**src/rtl/core/swst_pkg.sv**
```systemverilog
// Shared types, constants and outcome codes for the stop-and-wait sender table.
package swst_pkg;

  // Slots that the fixed-width index fields can reach.
  localparam int QUEUE_SLOTS = 4;
  localparam int PEER_SLOTS  = 8;

  // Default table dimensions.
  localparam int DEF_NUM_QUEUES = 4;
  localparam int DEF_NUM_PEERS  = 8;

  // Field widths.
  localparam int SEQ_BITS   = 32;
  localparam int TIME_BITS  = 32;
  localparam int RTT_BITS   = 16;
  localparam int RETRY_BITS = 8;

  localparam logic [RETRY_BITS-1:0] RETRY_LIMIT_RST = 8'd3;

  typedef logic [SEQ_BITS-1:0]   seq_t;
  typedef logic [TIME_BITS-1:0]  tstamp_t;
  typedef logic [RETRY_BITS-1:0] retry_t;

  typedef enum logic [2:0] {
    OC_NOTHING = 3'd0,
    OC_WAIT    = 3'd1,
    OC_NEXT    = 3'd2,
    OC_RETX    = 3'd3,
    OC_DOWN    = 3'd4,
    OC_SKIP    = 3'd5
  } outcome_t;

  // One input transaction.
  typedef struct packed {
    logic                action;
    logic [1:0]          queue_index;
    logic [2:0]          member_index;
    logic                newest_valid;
    seq_t                newest_seqno;
    logic                ack_valid;
    seq_t                ack_seqno;
    logic [RTT_BITS-1:0] round_trip;
    tstamp_t             now_ms;
  } item_t;

  // One result transaction.
  typedef struct packed {
    outcome_t outcome;
    seq_t     tx_seqno;
    retry_t   retries_now;
  } result_t;

  // Per-pair entry held in the state memory.
  typedef struct packed {
    seq_t    seq;
    tstamp_t stamp;
    retry_t  retries;
  } pair_entry_t;

  // State updates requested by the decision logic.
  typedef struct packed {
    logic entry_we;
    logic down_set;
    logic down_clr;
  } upd_t;

endpackage

```
**src/rtl/core/swst_if.sv**
```systemverilog
// Valid/ready channel interfaces for the check items and the results.
interface swst_in_if;
  import swst_pkg::*;

  logic                valid;
  logic                ready;
  logic                action;
  logic [1:0]          queue_index;
  logic [2:0]          member_index;
  logic                newest_valid;
  seq_t                newest_seqno;
  logic                ack_valid;
  seq_t                ack_seqno;
  logic [RTT_BITS-1:0] round_trip;
  tstamp_t             now_ms;

  modport source (
    output valid, action, queue_index, member_index, newest_valid, newest_seqno,
           ack_valid, ack_seqno, round_trip, now_ms,
    input  ready
  );

  modport sink (
    input  valid, action, queue_index, member_index, newest_valid, newest_seqno,
           ack_valid, ack_seqno, round_trip, now_ms,
    output ready
  );
endinterface

interface swst_out_if;
  import swst_pkg::*;

  logic       valid;
  logic       ready;
  logic [2:0] outcome;
  seq_t       tx_seqno;
  retry_t     retries_now;

  modport source (
    output valid, outcome, tx_seqno, retries_now,
    input  ready
  );

  modport sink (
    input  valid, outcome, tx_seqno, retries_now,
    output ready
  );
endinterface

```
**src/rtl/core/swst_decide.sv**
```systemverilog
// Decision logic: picks the outcome for one transaction and the state updates it causes.
module swst_decide (
  input  swst_pkg::item_t       item,
  input  logic                  in_range,
  input  logic                  in_peer,
  input  logic                  entry_valid,
  input  swst_pkg::pair_entry_t entry,
  input  logic                  peer_is_down,
  input  swst_pkg::retry_t      retry_limit,
  output swst_pkg::result_t     res,
  output swst_pkg::pair_entry_t wr_entry,
  output swst_pkg::upd_t        upd
);
  import swst_pkg::*;

  logic    acked;
  seq_t    next_seq;
  tstamp_t elapsed;
  tstamp_t wait_lim;
  retry_t  sat_retry;
  retry_t  retx_retry;

  // Compares and arithmetic shared by the decision below.
  assign acked      = entry_valid && item.ack_valid && (entry.seq == item.ack_seqno);
  assign next_seq   = entry_valid ? entry.seq + seq_t'(1) : '0;
  assign elapsed    = item.now_ms - entry.stamp;
  assign wait_lim   = {{(TIME_BITS-RTT_BITS-1){1'b0}}, item.round_trip, 1'b0};
  assign sat_retry  = (entry.retries == '1) ? entry.retries : entry.retries + retry_t'(1);
  // A resend after the queue fell behind an acknowledged number keeps the count.
  assign retx_retry = acked ? entry.retries : sat_retry;

  // Priority chain of the stop-and-wait decision.
  always_comb begin
    res      = '{outcome: OC_NOTHING, tx_seqno: '0, retries_now: '0};
    wr_entry = entry;
    upd      = '0;
    if (item.action) begin
      upd.down_clr = in_peer;
    end else if (!in_range) begin
      res.outcome = OC_SKIP;
    end else if (peer_is_down) begin
      res.outcome     = OC_SKIP;
      res.retries_now = entry.retries;
    end else if (!item.newest_valid) begin
      res.retries_now = entry.retries;
    end else if (acked && entry.seq == item.newest_seqno) begin
      res.retries_now = entry.retries;
    end else if (!entry_valid || (acked && entry.seq < item.newest_seqno)) begin
      wr_entry     = '{seq: next_seq, stamp: item.now_ms, retries: '0};
      upd.entry_we = 1'b1;
      res.outcome  = OC_NEXT;
      res.tx_seqno = next_seq;
    end else if (!acked && elapsed < wait_lim) begin
      res.outcome     = OC_WAIT;
      res.retries_now = entry.retries;
    end else if (!acked && entry.retries > retry_limit) begin
      wr_entry.retries = '0;
      upd.entry_we     = 1'b1;
      upd.down_set     = 1'b1;
      res.outcome      = OC_DOWN;
    end else begin
      wr_entry.stamp   = item.now_ms;
      wr_entry.retries = retx_retry;
      upd.entry_we     = 1'b1;
      res.outcome      = OC_RETX;
      res.tx_seqno     = entry.seq;
      res.retries_now  = retx_retry;
    end
  end

endmodule

```
**src/rtl/core/stop_and_wait_sender_table.sv**
```systemverilog
// Top level of the stop-and-wait sender table: pair state memory, forwarding and handshakes.
//
//   Channel   Direction  Handshake           Carries
//   item      in         valid/ready         check or reconnect transaction
//   result    out        valid/ready         outcome, tx_seqno, retries_now
//   cfg       in         cfg_wr_en, no wait  retry_limit
//
// One transaction per cycle sustained while results are taken; it passes the decision stage
// registers, then the result register. The rate is set by the pair memory: one read at
// acceptance, one write back from the decision stage, with the last write forwarded when the
// next transaction hits the same pair. Reset clears control, per-pair valid bits and down
// flags; no clearing pass. A stalled result holds the decision stage, so item.ready drops.
module stop_and_wait_sender_table #(
  parameter int NUM_QUEUES = swst_pkg::DEF_NUM_QUEUES,
  parameter int NUM_PEERS  = swst_pkg::DEF_NUM_PEERS
) (
  input  logic                       clk,
  input  logic                       rst,
  input  logic                       cfg_wr_en,
  input  logic [swst_pkg::RETRY_BITS-1:0] cfg_wr_data,
  swst_in_if.sink                    item,
  swst_out_if.source                 result
);
  import swst_pkg::*;

  localparam int Q_USED    = (NUM_QUEUES < QUEUE_SLOTS) ? NUM_QUEUES : QUEUE_SLOTS;
  localparam int P_USED    = (NUM_PEERS < PEER_SLOTS) ? NUM_PEERS : PEER_SLOTS;
  localparam int NUM_PAIRS = Q_USED * P_USED;
  localparam int PAIR_W    = (NUM_PAIRS > 1) ? $clog2(NUM_PAIRS) : 1;
  localparam int PEER_W    = (P_USED > 1) ? $clog2(P_USED) : 1;

  item_t             in_item;
  logic              in_acc;
  logic              in_range;
  logic              in_peer;
  logic [PAIR_W-1:0] rd_pair;

  logic              s1_valid;
  item_t             s1_item;
  logic [PAIR_W-1:0] s1_pair;
  logic              s1_in_range;
  logic              s1_in_peer;
  logic              out_free;
  logic              s1_fire;
  logic              wr_fire;

  pair_entry_t       pair_mem [NUM_PAIRS];
  pair_entry_t       rd_entry;
  logic [NUM_PAIRS-1:0] pair_valid;
  logic              fwd_valid;
  logic [PAIR_W-1:0] fwd_pair;
  pair_entry_t       fwd_entry;

  logic [P_USED-1:0] peer_down;
  logic [PEER_W-1:0] s1_peer;
  retry_t            retry_limit;

  logic              cur_valid;
  pair_entry_t       cur_entry;
  logic              peer_is_down;
  result_t           dec_res;
  pair_entry_t       wr_entry;
  upd_t              upd;

  logic              res_valid;
  result_t           res_data;

  // Gather the incoming transaction and locate its pair.
  assign in_item = '{
    action:       item.action,
    queue_index:  item.queue_index,
    member_index: item.member_index,
    newest_valid: item.newest_valid,
    newest_seqno: item.newest_seqno,
    ack_valid:    item.ack_valid,
    ack_seqno:    item.ack_seqno,
    round_trip:   item.round_trip,
    now_ms:       item.now_ms
  };
  assign in_peer  = int'(item.member_index) < P_USED;
  assign in_range = (int'(item.queue_index) < Q_USED) && in_peer;
  assign rd_pair  = in_range ?
                    PAIR_W'(int'(item.queue_index) * P_USED + int'(item.member_index)) : '0;

  // Handshake control: the decision stage moves whenever the result register is free.
  assign out_free   = !res_valid || result.ready;
  assign s1_fire    = s1_valid && out_free;
  assign item.ready = !s1_valid || out_free;
  assign in_acc     = item.valid && item.ready;
  assign wr_fire    = s1_fire && upd.entry_we;

  // Configuration register.
  always_ff @(posedge clk) begin
    if (rst) begin
      retry_limit <= RETRY_LIMIT_RST;
    end else if (cfg_wr_en) begin
      retry_limit <= cfg_wr_data;
    end
  end

  // Decision stage registers.
  always_ff @(posedge clk) begin
    if (rst) begin
      s1_valid <= 1'b0;
    end else if (in_acc) begin
      s1_valid <= 1'b1;
    end else if (s1_fire) begin
      s1_valid <= 1'b0;
    end
  end

  always_ff @(posedge clk) begin
    if (in_acc) begin
      s1_item     <= in_item;
      s1_pair     <= rd_pair;
      s1_in_range <= in_range;
      s1_in_peer  <= in_peer;
    end
  end

  // Pair state memory: read at acceptance, written back from the decision stage.
  always_ff @(posedge clk) begin
    if (in_acc) begin
      rd_entry <= pair_mem[rd_pair];
    end
    if (wr_fire) begin
      pair_mem[s1_pair] <= wr_entry;
    end
  end

  // Last write, forwarded to a read that raced it.
  always_ff @(posedge clk) begin
    if (rst) begin
      fwd_valid <= 1'b0;
    end else if (wr_fire) begin
      fwd_valid <= 1'b1;
    end
  end

  always_ff @(posedge clk) begin
    if (wr_fire) begin
      fwd_pair  <= s1_pair;
      fwd_entry <= wr_entry;
    end
  end

  // Per-pair valid bits: an entry never written reads as all zeros.
  always_ff @(posedge clk) begin
    if (rst) begin
      pair_valid <= '0;
    end else if (wr_fire) begin
      pair_valid[s1_pair] <= 1'b1;
    end
  end

  // Per-peer down flags.
  assign s1_peer = s1_item.member_index[PEER_W-1:0];

  always_ff @(posedge clk) begin
    if (rst) begin
      peer_down <= '0;
    end else if (s1_fire) begin
      if (upd.down_set) begin
        peer_down[s1_peer] <= 1'b1;
      end else if (upd.down_clr) begin
        peer_down[s1_peer] <= 1'b0;
      end
    end
  end

  // Current view of the pair: zeros if unwritten, else the newest copy.
  always_comb begin
    cur_valid    = s1_in_range && pair_valid[s1_pair];
    peer_is_down = s1_in_range && peer_down[s1_peer];
    if (!cur_valid) begin
      cur_entry = '0;
    end else if (fwd_valid && fwd_pair == s1_pair) begin
      cur_entry = fwd_entry;
    end else begin
      cur_entry = rd_entry;
    end
  end

  swst_decide u_decide (
    .item         (s1_item),
    .in_range     (s1_in_range),
    .in_peer      (s1_in_peer),
    .entry_valid  (cur_valid),
    .entry        (cur_entry),
    .peer_is_down (peer_is_down),
    .retry_limit  (retry_limit),
    .res          (dec_res),
    .wr_entry     (wr_entry),
    .upd          (upd)
  );

  // Result register.
  always_ff @(posedge clk) begin
    if (rst) begin
      res_valid <= 1'b0;
    end else if (s1_fire) begin
      res_valid <= 1'b1;
    end else if (result.ready) begin
      res_valid <= 1'b0;
    end
  end

  always_ff @(posedge clk) begin
    if (s1_fire) begin
      res_data <= dec_res;
    end
  end

  assign result.valid       = res_valid;
  assign result.outcome     = res_data.outcome;
  assign result.tx_seqno    = res_data.tx_seqno;
  assign result.retries_now = res_data.retries_now;

endmodule

```
**src/flat_wrapper.sv**
```systemverilog
// flat-port wrapper written by rule: the top's interface ports become plain ports
module stop_and_wait_sender_table_flat import swst_pkg::*;
#(
  parameter int NUM_QUEUES = swst_pkg::DEF_NUM_QUEUES,
  parameter int NUM_PEERS  = swst_pkg::DEF_NUM_PEERS
)
  (clk, rst, cfg_wr_en, cfg_wr_data, item_valid, item_action, item_queue_index, item_member_index, item_newest_valid, item_newest_seqno, item_ack_valid, item_ack_seqno, item_round_trip, item_now_ms, item_ready, result_valid, result_outcome, result_tx_seqno, result_retries_now, result_ready);
  swst_in_if item_i ();
  swst_out_if result_i ();
  input  logic clk;
  input  logic rst;
  input  logic cfg_wr_en;
  input  logic [swst_pkg::RETRY_BITS-1:0] cfg_wr_data;
  input wire logic [$bits(item_i.valid)-1:0] item_valid;
  input wire logic [$bits(item_i.action)-1:0] item_action;
  input wire logic [$bits(item_i.queue_index)-1:0] item_queue_index;
  input wire logic [$bits(item_i.member_index)-1:0] item_member_index;
  input wire logic [$bits(item_i.newest_valid)-1:0] item_newest_valid;
  input wire logic [$bits(item_i.newest_seqno)-1:0] item_newest_seqno;
  input wire logic [$bits(item_i.ack_valid)-1:0] item_ack_valid;
  input wire logic [$bits(item_i.ack_seqno)-1:0] item_ack_seqno;
  input wire logic [$bits(item_i.round_trip)-1:0] item_round_trip;
  input wire logic [$bits(item_i.now_ms)-1:0] item_now_ms;
  output wire logic [$bits(item_i.ready)-1:0] item_ready;
  output wire logic [$bits(result_i.valid)-1:0] result_valid;
  output wire logic [$bits(result_i.outcome)-1:0] result_outcome;
  output wire logic [$bits(result_i.tx_seqno)-1:0] result_tx_seqno;
  output wire logic [$bits(result_i.retries_now)-1:0] result_retries_now;
  input wire logic [$bits(result_i.ready)-1:0] result_ready;
  assign item_i.valid = item_valid;
  assign item_i.action = item_action;
  assign item_i.queue_index = item_queue_index;
  assign item_i.member_index = item_member_index;
  assign item_i.newest_valid = item_newest_valid;
  assign item_i.newest_seqno = item_newest_seqno;
  assign item_i.ack_valid = item_ack_valid;
  assign item_i.ack_seqno = item_ack_seqno;
  assign item_i.round_trip = item_round_trip;
  assign item_i.now_ms = item_now_ms;
  assign item_ready = item_i.ready;
  assign result_valid = result_i.valid;
  assign result_outcome = result_i.outcome;
  assign result_tx_seqno = result_i.tx_seqno;
  assign result_retries_now = result_i.retries_now;
  assign result_i.ready = result_ready;
  stop_and_wait_sender_table #(.NUM_QUEUES(NUM_QUEUES), .NUM_PEERS(NUM_PEERS)) u_core (.clk(clk), .rst(rst), .cfg_wr_en(cfg_wr_en), .cfg_wr_data(cfg_wr_data), .item(item_i), .result(result_i));
endmodule
```
**config.mk**
```make
export PLATFORM = sky130hd
export DESIGN_NAME = stop_and_wait_sender_table_flat
export DESIGN_NICKNAME = d
export VERILOG_FILES = /design/src/rtl/core/swst_pkg.sv /design/src/rtl/core/swst_if.sv /design/src/rtl/core/swst_decide.sv /design/src/rtl/core/stop_and_wait_sender_table.sv /design/src/flat_wrapper.sv
export SDC_FILE = /design/constraint.sdc
export NUM_CORES = 2
export LEC_CHECK = 0
export BUFFER_PORTS_ARGS = -buffer_cell sky130_fd_sc_hd__buf_2
export CORE_UTILIZATION = 57
export DETAILED_ROUTE_END_ITERATION = 7
export PLACE_DENSITY = 0.87
export SYNTH_ARGS = -nofsm -noshare
export SYNTH_HDL_FRONTEND = slang
export SYNTH_HIERARCHICAL = 1
export SYNTH_SLANG_ARGS = --single-unit
```
**constraint.sdc**
```tcl
create_clock -name clk -period 10.6 [get_ports clk]
set_input_delay 2.12 -clock clk [delete_from_list [all_inputs] [get_ports clk]]
set_output_delay 2.12 -clock clk [all_outputs]
set_load 0.02 [all_outputs]
```
; Yosys cells after proc, flatten, opt, wreduce, memory -nomap -nowiden
; Memory sizes are Yosys's and may differ from the RTL's. A register that Yosys moved wholly into a read port is not among the register bits.
; Index checks and enable logic that the tools add are counted.
; W data, S select, Z words.
[classes]
bitwise = 5
n_mux = 52
eq_ne = 4
n_lt_le_gt_ge = 7
n_reduce_logical = 24
addsub = 4
[op_table]
columns = op, n
row1 = $mux W72, 6
row2 = $mux W32, 4
row3 = $mux W40, 3
row4 = $mux W35, 3
row5 = $mux W8, 10
row6 = $eq A32 B32 Y1, 2
row7 = $add A32 B1 Y32 const B, 1
row8 = $lt A32 B17 Y1, 1
row9 = $lt A32 B32 Y1, 1
row10 = $or A32 B32 Y32, 1
row11 = $sub A32 B32 Y32, 1
row12 = $mux W1, 14
row13 = $logic_and A1 B1 Y1, 12
row14 = $mux W2, 5
row15 = $mux W3, 3
row16 = $add A8 B1 Y8 const B, 1
row17 = $and A8 B8 Y8, 1
row18 = $eq A8 B8 Y1 const B, 1
row19 = $gt A8 B8 Y1, 1
row20 = $not A8 Y8, 1
row21 = $or A8 B8 Y8, 1
row22 = $lt A5 B6 Y1 const B, 1
row23 = $reduce_bool A2 Y1, 3
row24 = $add A5 B3 Y5, 1
row25 = other kinds (13), 18
[totals]
ramBits = 2304
wordCells = 120
reg_bits = 294
in_bits = 133
n_memories = 1
output_inout_bits = 45
[mem_list]
columns = name, depth, width, rd, rd_ports_with_merged_regs, wr, line_no
row1 = u_core.pair_mem, 32, 72, 1, 1, 1, stop_and_wait_sender_table.sv:47  ; pair_entry_t pair_mem [NUM_PAIRS];

; Longest topological paths before layout
[logic_depth]
word_depth = 18
ltp_mapped = 33
ltp_nobuf = 28

; Hierarchy
; The synthesis kept the hierarchy.
[modules_own_cells]
columns = module, instances, cells_each, seq_area_each_um2, area_each_um2
row1 = stop_and_wait_sender_table, 1, 4156, 79576.3, 100079.7
row2 = swst_decide, 1, 1004, 0.0, 6660.1

; Worst setup path before layout
; OpenSTA, ideal clock, no wires.
[synth_path]
kind = register to register
from = register u_core/s1_item[117] (netlist name)
to = memory u_core/pair_mem[13][0] (netlist bit), enable pin
stages_incl_launch_ff = 30
n_path_buf = 6
t_arrival_ps = 10014
slack_ps = -7
synth_period_minus_slack_ps = 10607
path_cell_list = edfxtp_1 clkbuf_1 or2_2 clkbuf_1 nor2_1 a311oi_1 o2bb2a_1 buf_2 clkbuf_1 a21oi_1 inv_1 ha_1 buf_2 nand4_1 or3_1 o21ai_1 nor2_1 xnor2_1 ha_1 nand4_1 nor2_1 o2111ai_1 o21ai_0 nor4_4 nand4_1 nand2_1 inv_1 nand4_1 clkbuf_1 nor3_1
[synth_lines]
columns = element, line_no
row1 = end: declaration, stop_and_wait_sender_table.sv:47

==> results_dict.tcl <==
set metrics [dict create \
    outcome "complete, no violations" \
    worst_pin_slew_ns 1.44 \
    area_growth_pct 12.1 \
    timing.fmax_ghz 0.0973 \
    r2r_end "u_core/pair_mem[1][28]" \
    start_util_pct 57.5 \
    multi_input_area_sq_um 25800 \
    fp.dieH_um 435 \
    cp-end-kind "register" \
    cts_sinks 2667 \
    routedWlPerCell_um 39.5 \
    grt_pass1_vias 59700 \
    critPathKind "reg -> reg" \
    yosysSeqAreaShare_pct 74.6 \
    cts_tree "done" \
    clock_latency_ns 0.95 \
    grt_overflow_total 0 \
    ff2ff_path_depth 22 \
    io_buffers 177 \
    clk_pin_slew_ns 0.08 \
    final_cell_mix "edfxtp_1 (2616), mux4_2 (668), clkbuf_16 (286), a21oi_1 (201), buf_2 (172)" \
    synth_flop_cell "edfxtp_1" \
    viasPerCell 7.28 \
    regArea_sq_um 79600 \
    hpwl_mm 165 \
    holdPathEnd "u_core/pair_valid[16]" \
    cp_slowest_cell "buf_4" \
    cts_made_buffers 274 \
    grt_use_total_pct 33.9 \
    fin_crit_sh_pct 96.9 \
    worst_path_largest_cell_delay_ns 1.03 \
    fin_skew_ns 0.0594 \
    antenna_found_initial 25 \
    final_common_cell "edfxtp_1" \
    path_cells "buf_4 > mux4_2 > nand2b_1 > o2bb2a_4 > a21oi_1 > inv_1 > ha_1 > nand4_1 > nor2_1 > nand3_1 > a2111oi_1 > nor4_1 > o22ai_1 > nor3_1 > nand4_1 > nand2_1 > inv_1 > nand3_1 > nor2_1 > nand2_1 > nor2_4 > buf_4" \
    ios 178 \
    rr_startpoint "u_core/s1_peer[0]" \
    synth_edf_count 2616 \
    post-route-min-period_ns 10.27 \
    cts_resized 0 \
    hold_viol_final 0 \
    relSlewSlack_pct 3.92 \
    powerDensity_nw_per_um2 189 \
    die_area_sq_um 189000 \
    ant_nets 0 \
    row_count 158 \
    clk_path_buf_depth 4 \
    hp-class "reg -> reg" \
    die_w_um 435 \
    coreArea_sq_um 186000 \
    required_ns 11.12 \
    place_ws_ns 0.965 \
    drtPass1Iterations 8 \
    setup_ws_ns 0.327 \
    ys_types 83 \
    setup_viol 0 \
    worstPathMaxFanout 48 \
    syn_area_sq_um 107000 \
    avgSynthCellArea_sq_um 20.7 \
    drive_gt1_share_pct 27.2 \
    cts_hold_buffers 0 \
    ys_async_sr_fraction_pct 0 \
    hold-worst-slack_ns 0.483 \
    critPathArrivalTime_ns 10.79 \
    vias 59500 \
    rsz0062_at_grt "no" \
    drcViolationCount 0 \
    cts_root_buf "clkbuf_16" \
    hold_depth 2 \
    p_leak_nw 38.8 \
    synthCells 5160 \
    drt-total-wl_mm 323 \
    gp_congestion 0.927 \
    maxCapViolCount 0 \
    drt-initial-drc-count 11000 \
    fin_nets 5704 \
    grt_max_degree 150 \
    postCtsSetupBuffers 0 \
    drv_slew 0 \
    yosys_warnings 6 \
    reg2reg_setup_slack_ns 0.33 \
    hp-start "u_core/pair_valid[16]" \
    ys_ff_latch 2667 \
    start_kind "register" \
    h-tree-depth 5 \
    vdd_ir_drop_max_uv 191 \
    fillers 11100 \
    grt_pass1_wl_mm 446 \
]
[synth_stat cells, drive strengths merged, types with 5 or more instances]
cell type	instances	area, sq um
a2111oi	5	63.8
a211oi	14	110
a21o	24	180
a21oi	205	1050
a221oi	23	219
a22o	9	78.8
a22oi	5	37.5
a31oi	12	75.1
and2	14	90.1
and3	16	100
and4	7	61.3
buf	151	821
clkbuf	125	469
dfxtp	51	1020
edfxtp	2616	78600
ha	87	1090
inv	111	417
mux2	123	1490
mux2i	154	1540
mux4	668	15000
nand2	94	353
nand2b	14	87.6
nand3	44	220
nand3b	9	67.6
nand4	45	288
nor2	171	642
nor2b	31	196
nor3	35	175
nor4	16	121
o211ai	6	45.0
o21a	10	75.1
o21ai	75	383
o21bai	5	37.5
o22a	5	43.8
o22ai	30	188
o2bb2ai	10	87.6
o31ai	8	60.1
or3	7	43.8
xnor2	57	499
xor2	14	123
[stage by stage]
step / power [mW] / utilization [%] / area, sq um / std cells / TNS (ns)
after floorplan: 13.0 / - / 107000 / 5163 / -5.20
after global routing: 23.0 / 64.5 / 120000 / 8162 / 0
after detailed placement: 13.5 / 60.0 / 111000 / 7686 / 0
after global placement: 13.4 / 59.9 / 111000 / 7685 / 0
final: 22.6 / 64.5 / 120000 / 8168 / 0
after CTS: 22.6 / 64.4 / 120000 / 8141 / 0
[cell type report]
cell class	instances	area share [%]
clock inverters	109	0.721
well taps	2480	2.59
inverters	111	0.350
multi-input cells	2109	21.5
diodes	26	0.0544
flip-flops and latches	2667	66.5
clock buffers	346	6.21
repair buffers	320	2.04
[power by group]
part | internal (mW) | switching (mW)
clock network | 5.24 | 4.05
registers | 11.8 | 0.0660
logic | 0.525 | 0.975
total | 17.5 | 5.10
[cells by family after synthesis]
logic type	Yosys count	share of synthesized area, %
other	1	0.00351
adder cells (fa/ha/maj)	88	1.04
AND/OR/NAND/NOR	514	2.38
buffers and inverters	387	1.60
AO/OA/AOI/OAI	487	2.91
multiplexers	945	16.9
flip-flops	2667	74.6
XOR/XNOR	71	0.583
[sequential cells by signal, summed over array words and instances (netlist names), named ones only]
register                   count
u_core/s1_item               117
u_core/result.valid            1
u_core/s1_valid                1
u_core/fwd_valid               1
u_core/result.outcome          3
u_core/fwd_entry              72
u_core/s1_pair                 1
u_core/rd_entry               72
u_core/s1_peer                 2
u_core/fwd_pair                5
u_core/pair_mem             2304
u_core/result.retries_now      8
u_core/pair_valid             32
u_core/result.tx_seqno        32
u_core/retry_limit             8
[routing by layer]
metal	track usage (%)	part of all wire, %
met4	26.9	9.7
met2	53.1	47
met1	39.9	31
met5	0	0.046
met3	8.95	13
[worst max-delay path by stage]
| stage | from | endpoint | slack [ns] |
|---|---|---|---|
| after floorplan | u_core/s1_item[117] | u_core/pair_mem[13][0] | -0.007 |
| after global placement | u_core/s1_peer[1] | u_core/pair_mem[1][56] | 1.35 |
| after detailed placement | u_core/s1_peer[0] | u_core/pair_mem[1][57] | 0.97 |
| after CTS | u_core/s1_peer[0] | u_core/pair_mem[1][28] | 0.77 |
| after global routing | u_core/s1_peer[1] | u_core/pair_mem[1][25] | 0.16 |
| final | u_core/s1_peer[0] | u_core/pair_mem[1][28] | 0.33 |
[worst max-delay path: cells and delay by family (launching register included)]
kind / cells / cell delay [ns]
flops: 1 / 0.79
simple gates: 12 / 3.78
fa+ha+maj: 1 / 0.34
mux: 1 / 0.53
buf+inv: 4 / 1.70
compound gates: 4 / 2.56
Power figures use the tool's default switching activity.
